<file path="src/design/fpr_pkg.sv">
`timescale 1ns / 1ps
// ----------------------------------------------------------------------------
// fpr_pkg
// Shared types and constants for the framed packet receiver.
// ----------------------------------------------------------------------------
package fpr_pkg;

  localparam int BYTE_W = 8;
  localparam int OFF_W  = 6;

  // configuration register indexes
  localparam logic [0:0] CFG_OWN_ADDRESS = 1'b0;
  localparam logic [0:0] CFG_SYNC_BYTE   = 1'b1;

  // controller -> datapath
  typedef struct packed {
    logic load_len;      // length beat accepted and in range
    logic store;         // header/data beat accepted
    logic start_replay;  // good frame, rewind replay pointer
    logic replay;        // replay in progress
  } cmd_t;

  // datapath -> controller
  typedef struct packed {
    logic sync_hit;
    logic len_ok;
    logic body_end;      // current beat is the checksum
    logic frame_ok;      // checksum matches and address passes
    logic replay_done;
  } status_t;

endpackage

</file>
<file path="src/design/framed_packet_receiver_unit.sv">
`timescale 1ns / 1ps
// ----------------------------------------------------------------------------
// framed_packet_receiver_unit
// Sync/length/checksum deframer with address filter and buffered replay.
// ----------------------------------------------------------------------------
//  channel | signals                                   | dir
//  rx      | in_valid, in_ready, rx_byte               | in
//  out     | out_valid, out_ready, out_byte,           | out
//          | byte_offset, last_byte                    |
//  cfg     | cfg_valid, cfg_ready, cfg_index, cfg_data | in
//
//  Hunt, length and body beats are taken one per cycle.
//  After a good checksum, input stalls while the frame store is replayed:
//  each result goes through a registered memory read, then the output register,
//  and the next read waits until the pending one has moved on; out_ready stalls hold it.
//  Reset clears config to zero and starts hunting; the frame store is not cleared.
//  cfg_ready is always high.
// ----------------------------------------------------------------------------
module framed_packet_receiver_unit #(
  parameter int HEADER_BYTES   = 3,
  parameter int MAX_DATA_BYTES = 32
) (
  input  logic                       clk,
  input  logic                       rst,
  input  logic                       in_valid,
  output logic                       in_ready,
  input  logic [fpr_pkg::BYTE_W-1:0] rx_byte,
  output logic                       out_valid,
  input  logic                       out_ready,
  output logic [fpr_pkg::BYTE_W-1:0] out_byte,
  output logic [fpr_pkg::OFF_W-1:0]  byte_offset,
  output logic                       last_byte,
  input  logic                       cfg_valid,
  output logic                       cfg_ready,
  input  logic [0:0]                 cfg_index,
  input  logic [fpr_pkg::BYTE_W-1:0] cfg_data
);

  fpr_pkg::cmd_t    cmd;
  fpr_pkg::status_t status;

  assign cfg_ready = 1'b1;

  fpr_ctrl u_ctrl (
    .clk      (clk),
    .rst      (rst),
    .in_valid (in_valid),
    .in_ready (in_ready),
    .status   (status),
    .cmd      (cmd)
  );

  fpr_datapath #(
    .HEADER_BYTES   (HEADER_BYTES),
    .MAX_DATA_BYTES (MAX_DATA_BYTES)
  ) u_datapath (
    .clk         (clk),
    .rst         (rst),
    .cfg_valid   (cfg_valid),
    .cfg_index   (cfg_index),
    .cfg_data    (cfg_data),
    .rx_byte     (rx_byte),
    .cmd         (cmd),
    .status      (status),
    .out_ready   (out_ready),
    .out_valid   (out_valid),
    .out_byte    (out_byte),
    .byte_offset (byte_offset),
    .last_byte   (last_byte)
  );

endmodule

</file>
<file path="src/design/fpr_datapath.sv">
`timescale 1ns / 1ps
// ----------------------------------------------------------------------------
// fpr_datapath
// Config registers, frame store, checksum and replay output register.
// ----------------------------------------------------------------------------
module fpr_datapath #(
  parameter int HEADER_BYTES   = 3,
  parameter int MAX_DATA_BYTES = 32
) (
  input  logic                       clk,
  input  logic                       rst,
  input  logic                       cfg_valid,
  input  logic [0:0]                 cfg_index,
  input  logic [fpr_pkg::BYTE_W-1:0] cfg_data,
  input  logic [fpr_pkg::BYTE_W-1:0] rx_byte,
  input  fpr_pkg::cmd_t              cmd,
  output fpr_pkg::status_t           status,
  input  logic                       out_ready,
  output logic                       out_valid,
  output logic [fpr_pkg::BYTE_W-1:0] out_byte,
  output logic [fpr_pkg::OFF_W-1:0]  byte_offset,
  output logic                       last_byte
);

  localparam int STORE_DEPTH = HEADER_BYTES + MAX_DATA_BYTES;
  localparam int AW = $clog2(STORE_DEPTH);
  localparam int CW = $clog2(STORE_DEPTH + 1);
  localparam logic [fpr_pkg::BYTE_W-1:0] LEN_MIN = fpr_pkg::BYTE_W'(HEADER_BYTES + 1);
  localparam logic [fpr_pkg::BYTE_W-1:0] LEN_MAX = fpr_pkg::BYTE_W'(STORE_DEPTH + 1);

  logic [fpr_pkg::BYTE_W-1:0] own_address;
  logic [fpr_pkg::BYTE_W-1:0] sync_byte;
  logic [CW-1:0]              body_len;
  logic [CW-1:0]              wr_cnt;
  logic [fpr_pkg::BYTE_W-1:0] running_sum;
  logic [fpr_pkg::BYTE_W-1:0] dest;
  logic [fpr_pkg::BYTE_W-1:0] mem [STORE_DEPTH];

  logic [CW-1:0]              rd_cnt;
  logic                       pend;
  logic [fpr_pkg::BYTE_W-1:0] mem_q;
  logic [fpr_pkg::OFF_W-1:0]  pend_off;
  logic                       pend_last;

  logic out_free;
  logic rd_more;
  logic rd_en;

  // configuration
  always_ff @(posedge clk) begin
    if (rst) begin
      own_address <= '0;
      sync_byte   <= '0;
    end else if (cfg_valid) begin
      unique case (cfg_index)
        fpr_pkg::CFG_OWN_ADDRESS: own_address <= cfg_data;
        fpr_pkg::CFG_SYNC_BYTE:   sync_byte   <= cfg_data;
        default: ;
      endcase
    end
  end

  // frame capture
  always_ff @(posedge clk) begin
    if (rst) begin
      body_len    <= '0;
      wr_cnt      <= '0;
      running_sum <= '0;
    end else if (cmd.load_len) begin
      body_len    <= CW'(rx_byte - 8'd1);
      wr_cnt      <= '0;
      running_sum <= '0;
    end else if (cmd.store) begin
      wr_cnt      <= CW'(wr_cnt + 1'b1);
      running_sum <= running_sum + rx_byte;
    end
  end

  always_ff @(posedge clk) begin
    if (cmd.store) begin
      mem[wr_cnt[AW-1:0]] <= rx_byte;
      if (wr_cnt == '0) begin
        dest <= rx_byte;
      end
    end
  end

  // replay: read register, then output register
  assign out_free = !out_valid || out_ready;
  assign rd_more  = (rd_cnt != body_len);
  assign rd_en    = cmd.replay && rd_more && !pend && out_free;

  always_comb begin
    status.sync_hit    = (rx_byte == sync_byte);
    status.len_ok      = (rx_byte >= LEN_MIN) && (rx_byte <= LEN_MAX);
    status.body_end    = (wr_cnt == body_len);
    status.frame_ok    = (rx_byte == running_sum) &&
                         ((own_address == '0) || (dest == '0) || (dest == own_address));
    status.replay_done = cmd.replay && !rd_more && !pend && !out_valid;
  end

  always_ff @(posedge clk) begin
    if (rd_en) begin
      mem_q     <= mem[rd_cnt[AW-1:0]];
      pend_off  <= fpr_pkg::OFF_W'(rd_cnt);
      pend_last <= (CW'(rd_cnt + 1'b1) == body_len);
    end
  end

  always_ff @(posedge clk) begin
    if (rst) begin
      rd_cnt    <= '0;
      pend      <= 1'b0;
      out_valid <= 1'b0;
    end else begin
      if (cmd.start_replay) begin
        rd_cnt <= '0;
      end else if (rd_en) begin
        rd_cnt <= CW'(rd_cnt + 1'b1);
      end
      pend <= rd_en;
      if (pend) begin
        out_valid <= 1'b1;
      end else if (out_ready) begin
        out_valid <= 1'b0;
      end
    end
  end

  always_ff @(posedge clk) begin
    if (pend) begin
      out_byte    <= mem_q;
      byte_offset <= pend_off;
      last_byte   <= pend_last;
    end
  end

  a_pend_slot_free: assert property (@(posedge clk) disable iff (rst)
    pend |-> !out_valid)
    else $error("read data pending while output register is full");

  a_no_store_in_replay: assert property (@(posedge clk) disable iff (rst)
    cmd.store |-> !cmd.replay)
    else $error("frame store written during replay");

  a_len_range: assert property (@(posedge clk) disable iff (rst)
    cmd.load_len |=> (body_len >= CW'(HEADER_BYTES)) && (body_len <= CW'(STORE_DEPTH)))
    else $error("body length out of range");

  a_last_offset: assert property (@(posedge clk) disable iff (rst)
    (out_valid && last_byte) |-> (byte_offset == fpr_pkg::OFF_W'(body_len - 1'b1)))
    else $error("last beat at wrong offset");

endmodule

</file>
<file path="src/design/fpr_ctrl.sv">
`timescale 1ns / 1ps
// ----------------------------------------------------------------------------
// fpr_ctrl
// Framing state machine: hunt, length, body, replay.
// ----------------------------------------------------------------------------
module fpr_ctrl (
  input  logic             clk,
  input  logic             rst,
  input  logic             in_valid,
  output logic             in_ready,
  input  fpr_pkg::status_t status,
  output fpr_pkg::cmd_t    cmd
);

  typedef enum logic [3:0] {
    S_HUNT   = 4'b0001,
    S_LEN    = 4'b0010,
    S_BODY   = 4'b0100,
    S_REPLAY = 4'b1000
  } state_t;

  state_t state, state_next;
  logic   acc;

  assign in_ready = (state != S_REPLAY);
  assign acc      = in_valid && in_ready;

  always_comb begin
    state_next       = state;
    cmd.load_len     = 1'b0;
    cmd.store        = 1'b0;
    cmd.start_replay = 1'b0;
    cmd.replay       = 1'b0;
    unique case (state)
      S_HUNT: begin
        if (acc && status.sync_hit) begin
          state_next = S_LEN;
        end
      end
      S_LEN: begin
        if (acc) begin
          if (status.len_ok) begin
            cmd.load_len = 1'b1;
            state_next   = S_BODY;
          end else begin
            state_next = S_HUNT;
          end
        end
      end
      S_BODY: begin
        if (acc) begin
          priority if (!status.body_end) begin
            cmd.store = 1'b1;
          end else if (status.frame_ok) begin
            cmd.start_replay = 1'b1;
            state_next       = S_REPLAY;
          end else begin
            state_next = S_HUNT;
          end
        end
      end
      S_REPLAY: begin
        cmd.replay = 1'b1;
        if (status.replay_done) begin
          state_next = S_HUNT;
        end
      end
      default: state_next = S_HUNT;
    endcase
  end

  always_ff @(posedge clk) begin
    if (rst) begin
      state <= S_HUNT;
    end else begin
      state <= state_next;
    end
  end

endmodule
</file>
<file path="config.mk">
export PLATFORM = sky130hd
export DESIGN_NAME = framed_packet_receiver_unit
export DESIGN_NICKNAME = d
export VERILOG_FILES = /design/src/design/fpr_pkg.sv /design/src/design/framed_packet_receiver_unit.sv /design/src/design/fpr_datapath.sv /design/src/design/fpr_ctrl.sv
export SDC_FILE = /design/constraint.sdc
export NUM_CORES = 1
export LEC_CHECK = 0
export BUFFER_PORTS_ARGS = -buffer_cell sky130_fd_sc_hd__buf_2
export CORE_ASPECT_RATIO = 0.6
export CORE_MARGIN = 2
export CORE_UTILIZATION = 30
export DETAILED_ROUTE_END_ITERATION = 12
export GPL_ROUTABILITY_DRIVEN = 1
export SYNTH_ARGS = -nofsm -noshare
export SYNTH_HDL_FRONTEND = slang
export SYNTH_SLANG_ARGS = --single-unit
export TNS_END_PERCENT = 1
</file>
<file path="constraint.sdc">
create_clock -name clk -period 3.2 [get_ports clk]
set_input_delay 0.16 -clock clk [delete_from_list [all_inputs] [get_ports clk]]
set_output_delay 0.16 -clock clk [all_outputs]
set_load 0.02 [all_outputs]
</file>
==> results of run 1 <==
-- worst max-delay path, cell delays in order, from the launching register on --
cell and delay [ns]:
dfxtp_1 0.34, nor4b_2 0.40, nand3_1 0.20, a21o_1 0.21
buf_4 0.21, or4_1 0.63, nor2_1 0.22, buf_4 0.21
-- logic make-up (layout without fill, tap and decap cells) --
logic type,Yosys count,count (layout),share of synthesized area [%]
other cells,1,2,0.0251
mux,84,84,11.0
xor+xnor,44,44,2.58
flops,366,366,70.5
simple gates,207,207,6.72
fa+ha+maj,13,13,1.14
buf+inv,69,193,2.11
compound gates,133,133,5.93
-- flip-flops by register name (all words and copies together) (netlist names) --
| name | cells |
|---|---|
| u_datapath.mem | 280 |
| u_datapath.pend_off | 6 |
| u_datapath.out_byte | 8 |
| u_datapath.own_address | 8 |
| u_datapath.pend | 1 |
| u_datapath.body_len | 6 |
| u_ctrl.state | 4 |
| u_datapath.running_sum | 8 |
| u_datapath.last_byte | 1 |
| u_datapath.byte_offset | 6 |
| u_datapath.wr_cnt | 6 |
| u_datapath.pend_last | 1 |
| u_datapath.sync_byte | 8 |
| u_datapath.dest | 8 |
| u_datapath.out_valid | 1 |
| u_datapath.rd_cnt | 6 |
| u_datapath.mem_q | 8 |
-- how the worst max path moves through the flow --
stage / start / end / slack [ns] / cells past startpoint
after floorplan: u_ctrl.state[3] / u_datapath.dest[0] / 0.75 / 5
after global placement: rx_byte[0] / u_datapath.rd_cnt[0] / 0.55 / 6
after detailed placement: rx_byte[0] / u_datapath.rd_cnt[0] / 0.50 / 6
after CTS: u_ctrl.state[3] / u_datapath.mem[33][6] / 0.50 / 7
after global routing: u_ctrl.state[3] / u_datapath.mem[18][0] / 0.36 / 5
final: u_ctrl.state[3] / u_datapath.mem[33][3] / 0.49 / 7
-- synthesized netlist by cell type, types with 3 or more instances --
master / count
o211ai_1: 3
nand3_1: 19
o21a_1: 4
nor2b_1: 6
edfxtp_1: 318
inv_1: 17
mux2i_1: 19
xor2_1: 11
a21oi_1: 38
o21ai_0: 22
and2_1: 4
a211oi_1: 11
clkbuf_1: 25
dfxtp_1: 48
mux4_2: 64
a22oi_1: 33
nor4_1: 7
buf_4: 8
buf_2: 12
or4_1: 4
ha_1: 12
nor3b_1: 3
xnor2_1: 33
or3_1: 6
nand2_1: 56
nor3_1: 21
nor2_1: 62
buf_1: 4
nand4_1: 7
-- layer usage --
| metal | part of all wire (%) | vias to the layer above | routed length (um) |
|---|---|---|---|
| met5 | 0 | - | 0 |
| met2 | 40 | 376 | 15000 |
| met4 | 0.94 | 0 | 350 |
| met3 | 11 | 34 | 4040 |
| met1 | 48 | 4354 | 17900 |
| li1 | - | 3786 | - |
-- power by group through the flow --
stage | sequential, mW | combinational, mW | clock, mW
after floorplan | 5.31 | 0.140 | 0
after global placement | 5.31 | 0.272 | 0
after detailed placement | 5.32 | 0.281 | 0
after CTS | 5.21 | 0.295 | 3.97
after global routing | 5.21 | 0.325 | 4.15
final | 5.21 | 0.298 | 3.89
-- per-stage QoR --
stage / power [mW] / utilization, % / hold slack, ns / std cells
4_1_cts: 9.47 / 35.3 / 0.0273 / 1691
2_1_floorplan: 5.45 / - / 0.256 / 917
6_report: 9.40 / 35.3 / 0.0549 / 1692
3_3_place_gp: 5.58 / 32.9 / 0.403 / 1619
5_1_grt: 9.68 / 35.3 / 0.0279 / 1691
3_5_place_dp: 5.60 / 32.9 / 0.405 / 1619
-- layout make-up --
cell class	count	area (um^2)	share of cell area (%)
inverters	17	63.8	0.367
clock buffers	40	820	4.71
multi-input cells	482	4090	23.5
diodes	1	2.50	0.0144
repair buffers	119	886	5.09
flip-flops and latches	366	10500	60.5
well taps	650	813	4.67
clock inverters	17	205	1.18
-- repair_timing --
action / 4_1_cts / 5_1_grt
endpoints found under the hold margin: 19 / 0
hold buffers: 15 / 0
resized for setup: 0 / 0
setup buffers: 0 / 0
==> results.cfg, run 1 <==
[power]
p_per_area_nw_per_um2 = 540
leakagePower_nw = 5.54
switching_share_pct = 20.3
combPwrFrac_pct = 3.2
ir_drop_uv = 423
clkPwrFrac_pct = 41.4
internal_power_mw = 7.49
seqPwrFrac_pct = 55.5
power_switching_mw = 1.90

[detailed_routing]
drc = 0
routed_wl_um = 37300
firstDrtPassIters = 5
vias = 8550
wl_per_cell_um = 22.0
via_per_inst = 5.05
first_iter_violations = 994
antenna_left = 0

[synthesis]
synth_top_area_share_pct = 64.0
netlist_top_cells_area = edfxtp_1 64%, mux4_2 9.7%, dfxtp_1 6.4%, xnor2_1 1.9%, a22oi_1 1.7%
synth_edf_count = 318
synth_cells = 917
synth_area_leader_cell = edfxtp_1
syn_area_um2 = 14900
async_flop_share_pct = 0
yosys_register_bits = 366
synth.avg_cell_area_um2 = 16.3
synth.distinct_cells = 60
synthFlopType = edfxtp_1
syn_nets = 952
synth_warnings = 0
ys_seq_area_share_pct = 70.5

[worst_setup_path]
crit_arrival_ns = 3.01
critPathKind = register to register
cp_data_required_time_ns = 3.50
regToRegEndpoint = u_datapath.mem[33][3]
ff2ff_path_depth = 7
r2r_slack_ns = 0.49
critPathMaxFanout = 23
r2r_start = u_ctrl.state[3]
end_kind = register
cp-start-kind = register

[die]
die_w_um = 292
chipHeight_um = 177
fp-row-count = 63
die-area_um2 = 51600
initial_core_util_pct = 30.3
ios = 40
coreArea_um2 = 49300

[placed_design]
dpl_worst_slack_ns = 0.502
dp_hpwl_um = 25000
dpl_cell_area_um2 = 16200
gp_congestion = 0.808
io_buffers = 38

[timing]
maxSlewViolCount = 0
setup_viol = 0
hold_viol = 0
worst_pin_slew_ns = 0.991
max_freq_mhz = 369
rsz0062_at_grt = no
fin_tns_setup_ns = 0
fin_ws_ns = 0.489
skew_ns = 0.0290
fin_crit_ns = 2.71
slew-limit-headroom_pct = 33.9
fin_crit_sh_pct = 84.7

[job]
drv_cap = 0

[global_route]
grtUsageMet1_pct = 23.2
grt_max_degree = 39
busiest_layer = met1
grt_overflow_total = 0
grt_util_met2_pct = 20.2
antenna_found_initial = 1
use_met3_pct = 3.60
grt_pass1_vias = 8525
grt.total_usage_pct = 14.6
grt_pass1_wl_um = 55900

[layout]
final_common_cell = edfxtp_1
syn2layout_area_growth_pct = 16.7
fin_area_um2 = 17400
drive_gt1_share_pct = 21.6
final_cell_mix = 318 x edfxtp_1, 64 x mux4_2, 62 x nor2_1, 62 x buf_4, 56 x nand2_1
fill_cells = 4562
nets = 1052

[cts]
cts_buffers = 31
clk_pin_slew_ns = 0.07
cts_buffer_depth = 3
worstSkewPairLatency_ns = 0.59
cts.sinks = 366
cts_tree = yes
ctsHtreeMaxLevel = 1
cts_root_buffer = clkbuf_16

[hold_path]
hold_class = input port to register
hp-start = rx_byte[5]
holdPathStages = 1
min_to = u_datapath.dest[5]

[status]
status = finished, final reports clean
Power figures use the tool's default switching activity.
==> inputs of run 2 (changes only) <==
==> constraint.sdc (replaced) <==
create_clock -name clk -period 2.6 [get_ports clk]
set_input_delay 0.13 -clock clk [delete_from_list [all_inputs] [get_ports clk]]
set_output_delay 0.13 -clock clk [all_outputs]
set_load 0.02 [all_outputs]
==> results.cfg, run 2 (same netlist as run 1, synthesis figures left out) <==
[status]
status = finished, final reports clean

[layout]
drive_gt1_share_pct = 22.7
fin_cells = 1706
nets = 1067
postLayoutCoreUtil_pct = 35.4
final_common_cell = edfxtp_1
final_cell_mix = 318 x edfxtp_1, 75 x buf_4, 64 x mux4_2
largest_reg_flops = 280
fin_area_um2 = 17400
syn2layout_area_growth_pct = 16.8

[placed_design]
io_buffers = 38
dp_hpwl_um = 25800
gp_congestion = 0.827
dpl_cell_area_um2 = 16400
placedCellCount = 1634

[timing]
max_freq_mhz = 410
worst_pin_slew_ns = 0.932
hold_viol = 0
fin_tns_setup_ns = 0
fin_crit_ns = 2.44
setup_viol = 0
skew_ns = 0.0107
rsz0062_at_grt = no
maxSlewViolCount = 0
worst_hold_slack_ns = 0.0365
slew-limit-headroom_pct = 37.7
fin_crit_sh_pct = 93.9

[worst_setup_path]
critPathMaxFanout = 8
r2r_slack_ns = 0.16
critPathMaxStageDelay_ns = 0.61
ff2ff_path_depth = 6
r2r_start = u_ctrl.state[0]
critPathKind = register to register
cp_slowest_cell = or4_1
critPathBufInv = 1
cp_data_required_time_ns = 2.88
crit_arrival_ns = 2.72
cp-start-kind = register
regToRegEndpoint = u_datapath.mem[1][5]
crit_family = simple AND/OR/NAND/NOR gates
cp_cell_sequence = nor4b_2 -> nand3_1 -> a21o_1 -> or4_1 -> nor2_1 -> buf_4
end_kind = register

[die]
die_w_um = 292
coreArea_um2 = 49300
die-area_um2 = 51600
fp-row-count = 63
initial_core_util_pct = 30.3
chipHeight_um = 177
ios = 40

[cts]
cts_buffer_depth = 3
worstSkewPairLatency_ns = 0.58
cts_resized = 0
cts_buffers = 31
ctsHtreeMaxLevel = 1
cts_tree = yes
cts.sinks = 366
cts_root_buffer = clkbuf_16
clk_pin_slew_ns = 0.07

[detailed_routing]
drc = 0
vias = 8555
via_per_inst = 5.01
routed_wl_um = 37700
firstDrtPassIters = 5
wl_per_cell_um = 22.1
first_iter_violations = 1010
antenna_left = 0

[global_route]
grt_overflow_total = 0
grt_max_degree = 62
grt_pass1_wl_um = 55900
antenna_found_initial = 3
grt.total_usage_pct = 14.6
grt_pass1_vias = 8402

[hold_path]
holdPathStages = 2
hold_class = input port to register
hp-start = rst
min_to = u_datapath.pend

[power]
leakagePower_nw = 5.55
p_per_area_nw_per_um2 = 639
ir_drop_uv = 498

[job]
drv_cap = 0
[run 2: routing by layer]
layer / up-vias / global-route usage, % / wire [um]
li1: 3811 / - / -
met1: 4370 / 23.6 / 18600
met2: 344 / 19.4 / 14700
met3: 30 / 4.16 / 3950
met4: 0 / 1.61 / 376
met5: - / 0 / 0
[run 2: through the flow]
step,power [mW],setup slack [ns]
after floorplan,6.71,0.145
after global placement,6.88,0.208
after detailed placement,6.89,0.224
after CTS,11.2,0.193
after global routing,11.5,0.0386
final,11.1,0.160
[run 2: what timing repair did]
item | CTS | global route
hold buffers | 15 | 0
hold endpoints to repair | 19 | 0
setup buffers | 0 | 0
[run 2: worst register-to-register path: stages (launching register included)]
cell	delay [ns]
dfxtp_1	0.36
nor4b_2	0.31
nand3_1	0.19
a21o_1	0.29
or4_1	0.61
nor2_1	0.18
buf_4	0.20
[run 2: layout make-up]
class / count / area [um^2]
Clock inverter: 13 / 75.1
Inverter: 17 / 63.8
Fill cell: 4629 / 31800
Multi-Input combinational cell: 482 / 4090
Timing Repair Buffer: 134 / 1020
Sequential cell: 366 / 10500
Tap cell: 650 / 813
Clock buffer: 43 / 841
Antenna cell: 1 / 2.50
[run 2: worst max path at each step]
| stage | slack (ns) | end | from | depth (start not counted) |
|---|---|---|---|---|
| floorplan | 0.15 | u_datapath.dest[0] | u_ctrl.state[3] | 5 |
| global placement | 0.21 | u_datapath.mem_q[1] | u_datapath.rd_cnt[0] | 7 |
| detailed placement | 0.22 | u_datapath.mem[1][5] | u_ctrl.state[3] | 6 |
| CTS | 0.19 | u_datapath.mem[2][5] | u_ctrl.state[0] | 6 |
| global route | 0.04 | u_datapath.mem[33][4] | u_ctrl.state[0] | 6 |
| finish | 0.16 | u_datapath.mem[1][5] | u_ctrl.state[0] | 6 |
[run 2: report_power, final]
part	leakage, nW	internal (mW)	switching, mW
registers	3.27	6.38	0.0283
logic	1.85	0.132	0.244
clock network	0.429	2.26	2.09
==> inputs of run 3 (changes only) <==
--- a/config.mk
+++ b/config.mk
@@ -6,11 +6,10 @@
 export NUM_CORES = 1
 export LEC_CHECK = 0
 export BUFFER_PORTS_ARGS = -buffer_cell sky130_fd_sc_hd__buf_2
-export CORE_ASPECT_RATIO = 0.6
-export CORE_MARGIN = 2
 export CORE_UTILIZATION = 30
 export DETAILED_ROUTE_END_ITERATION = 12
 export GPL_ROUTABILITY_DRIVEN = 1
+export GPL_TIMING_DRIVEN = 0
 export SYNTH_ARGS = -nofsm -noshare
 export SYNTH_HDL_FRONTEND = slang
 export SYNTH_SLANG_ARGS = --single-unit
==> results.cfg, run 3 (same netlist as run 1, synthesis figures left out) <==
[status]
status = finished, violations left
violations = negative setup slack

[die]
die_w_um = 225
initial_core_util_pct = 30.5
ios = 40
fp-row-count = 81
die-area_um2 = 50600
coreArea_um2 = 49000
chipHeight_um = 225

[placed_design]
dp_hpwl_um = 22100
placedCellCount = 1617
io_buffers = 36
dpl_cell_area_um2 = 15900
gp_congestion = 0.863

[detailed_routing]
vias = 8185
firstDrtPassIters = 5
antenna_left = 0
routed_wl_um = 33800
via_per_inst = 4.82
first_iter_violations = 657
drc = 0
wl_per_cell_um = 19.9

[timing]
hold_viol = 0
worst_pin_slew_ns = 1.08
max_freq_mhz = 373
skew_ns = 0.0253
maxSlewViolCount = 0
setup_viol = 2
fin_crit_ns = 2.68
worst_hold_slack_ns = 0.0382
rsz0062_at_grt = yes
slew-limit-headroom_pct = 27.7
fin_crit_sh_pct = 103
fin_ws_ns = -0.0824

[power]
leakagePower_nw = 5.48
p_per_area_nw_per_um2 = 674
p_total_mw = 11.8
ir_drop_uv = 326

[layout]
multiInputGateArea_um2 = 4360
largest_reg_flops = 280
fin_cells = 1699
final_common_cell = edfxtp_1
regArea_um2 = 10500
syn2layout_area_growth_pct = 17.5
drive_gt1_share_pct = 22.5
final_cell_mix = 318 x edfxtp_1, 64 x mux4_2, 56 x nand2_1
fill_cells = 4574
nets = 1043
fin_area_um2 = 17500

[global_route]
grt_pass1_wl_um = 50800
grt_overflow_total = 0
grt_pass1_vias = 8175
grt.total_usage_pct = 13.6
antenna_found_initial = 0
grt_max_degree = 43

[cts]
cts_root_buffer = clkbuf_16
clk_pin_slew_ns = 0.06
cts_tree = yes
cts.sinks = 366
ctsHtreeMaxLevel = 2
worstSkewPairLatency_ns = 0.53
cts_buffer_depth = 3
cts_buffers = 38

[worst_setup_path]
critPathKind = register to register
critPathMaxFanout = 10
cp_data_required_time_ns = 2.85
cp-start-kind = register
end_kind = register
crit_arrival_ns = 2.93

[job]
drv_cap = 0

[hold_path]
hold_class = input port to register
==> run 3: repair_timing <==
item                                    in CTS  in global routing
setup buffers                                0                  1
endpoints found under the hold margin       18                  0
hold buffers                                11                  0
pin swaps                                    1                  1
gates resized for setup                     47                 34
endpoints found under the setup margin     225                257
==> run 3: critical path, cell delays in order, from the launching register on <==
cell      delay [ns]
dfxtp_1         0.42
clkbuf_4        0.23
buf_8           0.19
buf_8           0.20
mux4_2          0.54
a22oi_1         0.29
a21oi_1         0.16
a21oi_1         0.24
o21ai_0         0.11
==> run 3: stage by stage <==
step	setup TNS, ns	worst slack [ns]	utilization [%]
after floorplan	0	0.145	-
after global placement	-74.87	-0.580	32.5
after detailed placement	-74.93	-0.465	32.6
after CTS	-42.10	-0.404	35.4
after global routing	-1.88	-0.167	35.8
final	-0.0867	-0.0824	35.8
==> run 3: worst paths after layout <==
kind	startpoint	to	slack (ns)	depth (start not counted)
setup reg to reg	u_datapath.rd_cnt[0]	u_datapath.mem_q[7]	-0.08	8
hold / removal	cfg_valid	u_datapath.sync_byte[6]	0.04	3
setup / recovery	u_datapath.rd_cnt[0]	u_datapath.mem_q[7]	-0.08	8
hold reg to reg	u_datapath.mem_q[2]	u_datapath.out_byte[2]	0.42	0
==> run 3: routing by layer <==
layer | up-vias | GRT usage [%] | part of all wire (%)
li1 | 3773 | - | -
met1 | 4132 | 18.0 | 44
met2 | 230 | 23.0 | 49
met3 | 50 | 2.14 | 4.9
met4 | 0 | 3.71 | 2.2
met5 | - | 0 | 0
==> run 3: final cells by class <==
class,instances,area share [%]
antenna,1,0.0143
buffer,52,1.73
clock buffer,49,5.84
clock inverter,17,0.657
inverter,17,0.364
multi-input combinational,482,24.9
sequential,366,60.0
tap,664,4.74
timing repair buffer,51,1.80
==> run 3: where the power goes <==
part	switching [mW]	internal, mW
sequential	0.0311	6.39
clock	2.18	2.88
combinational	0.216	0.117
total	2.43	9.39
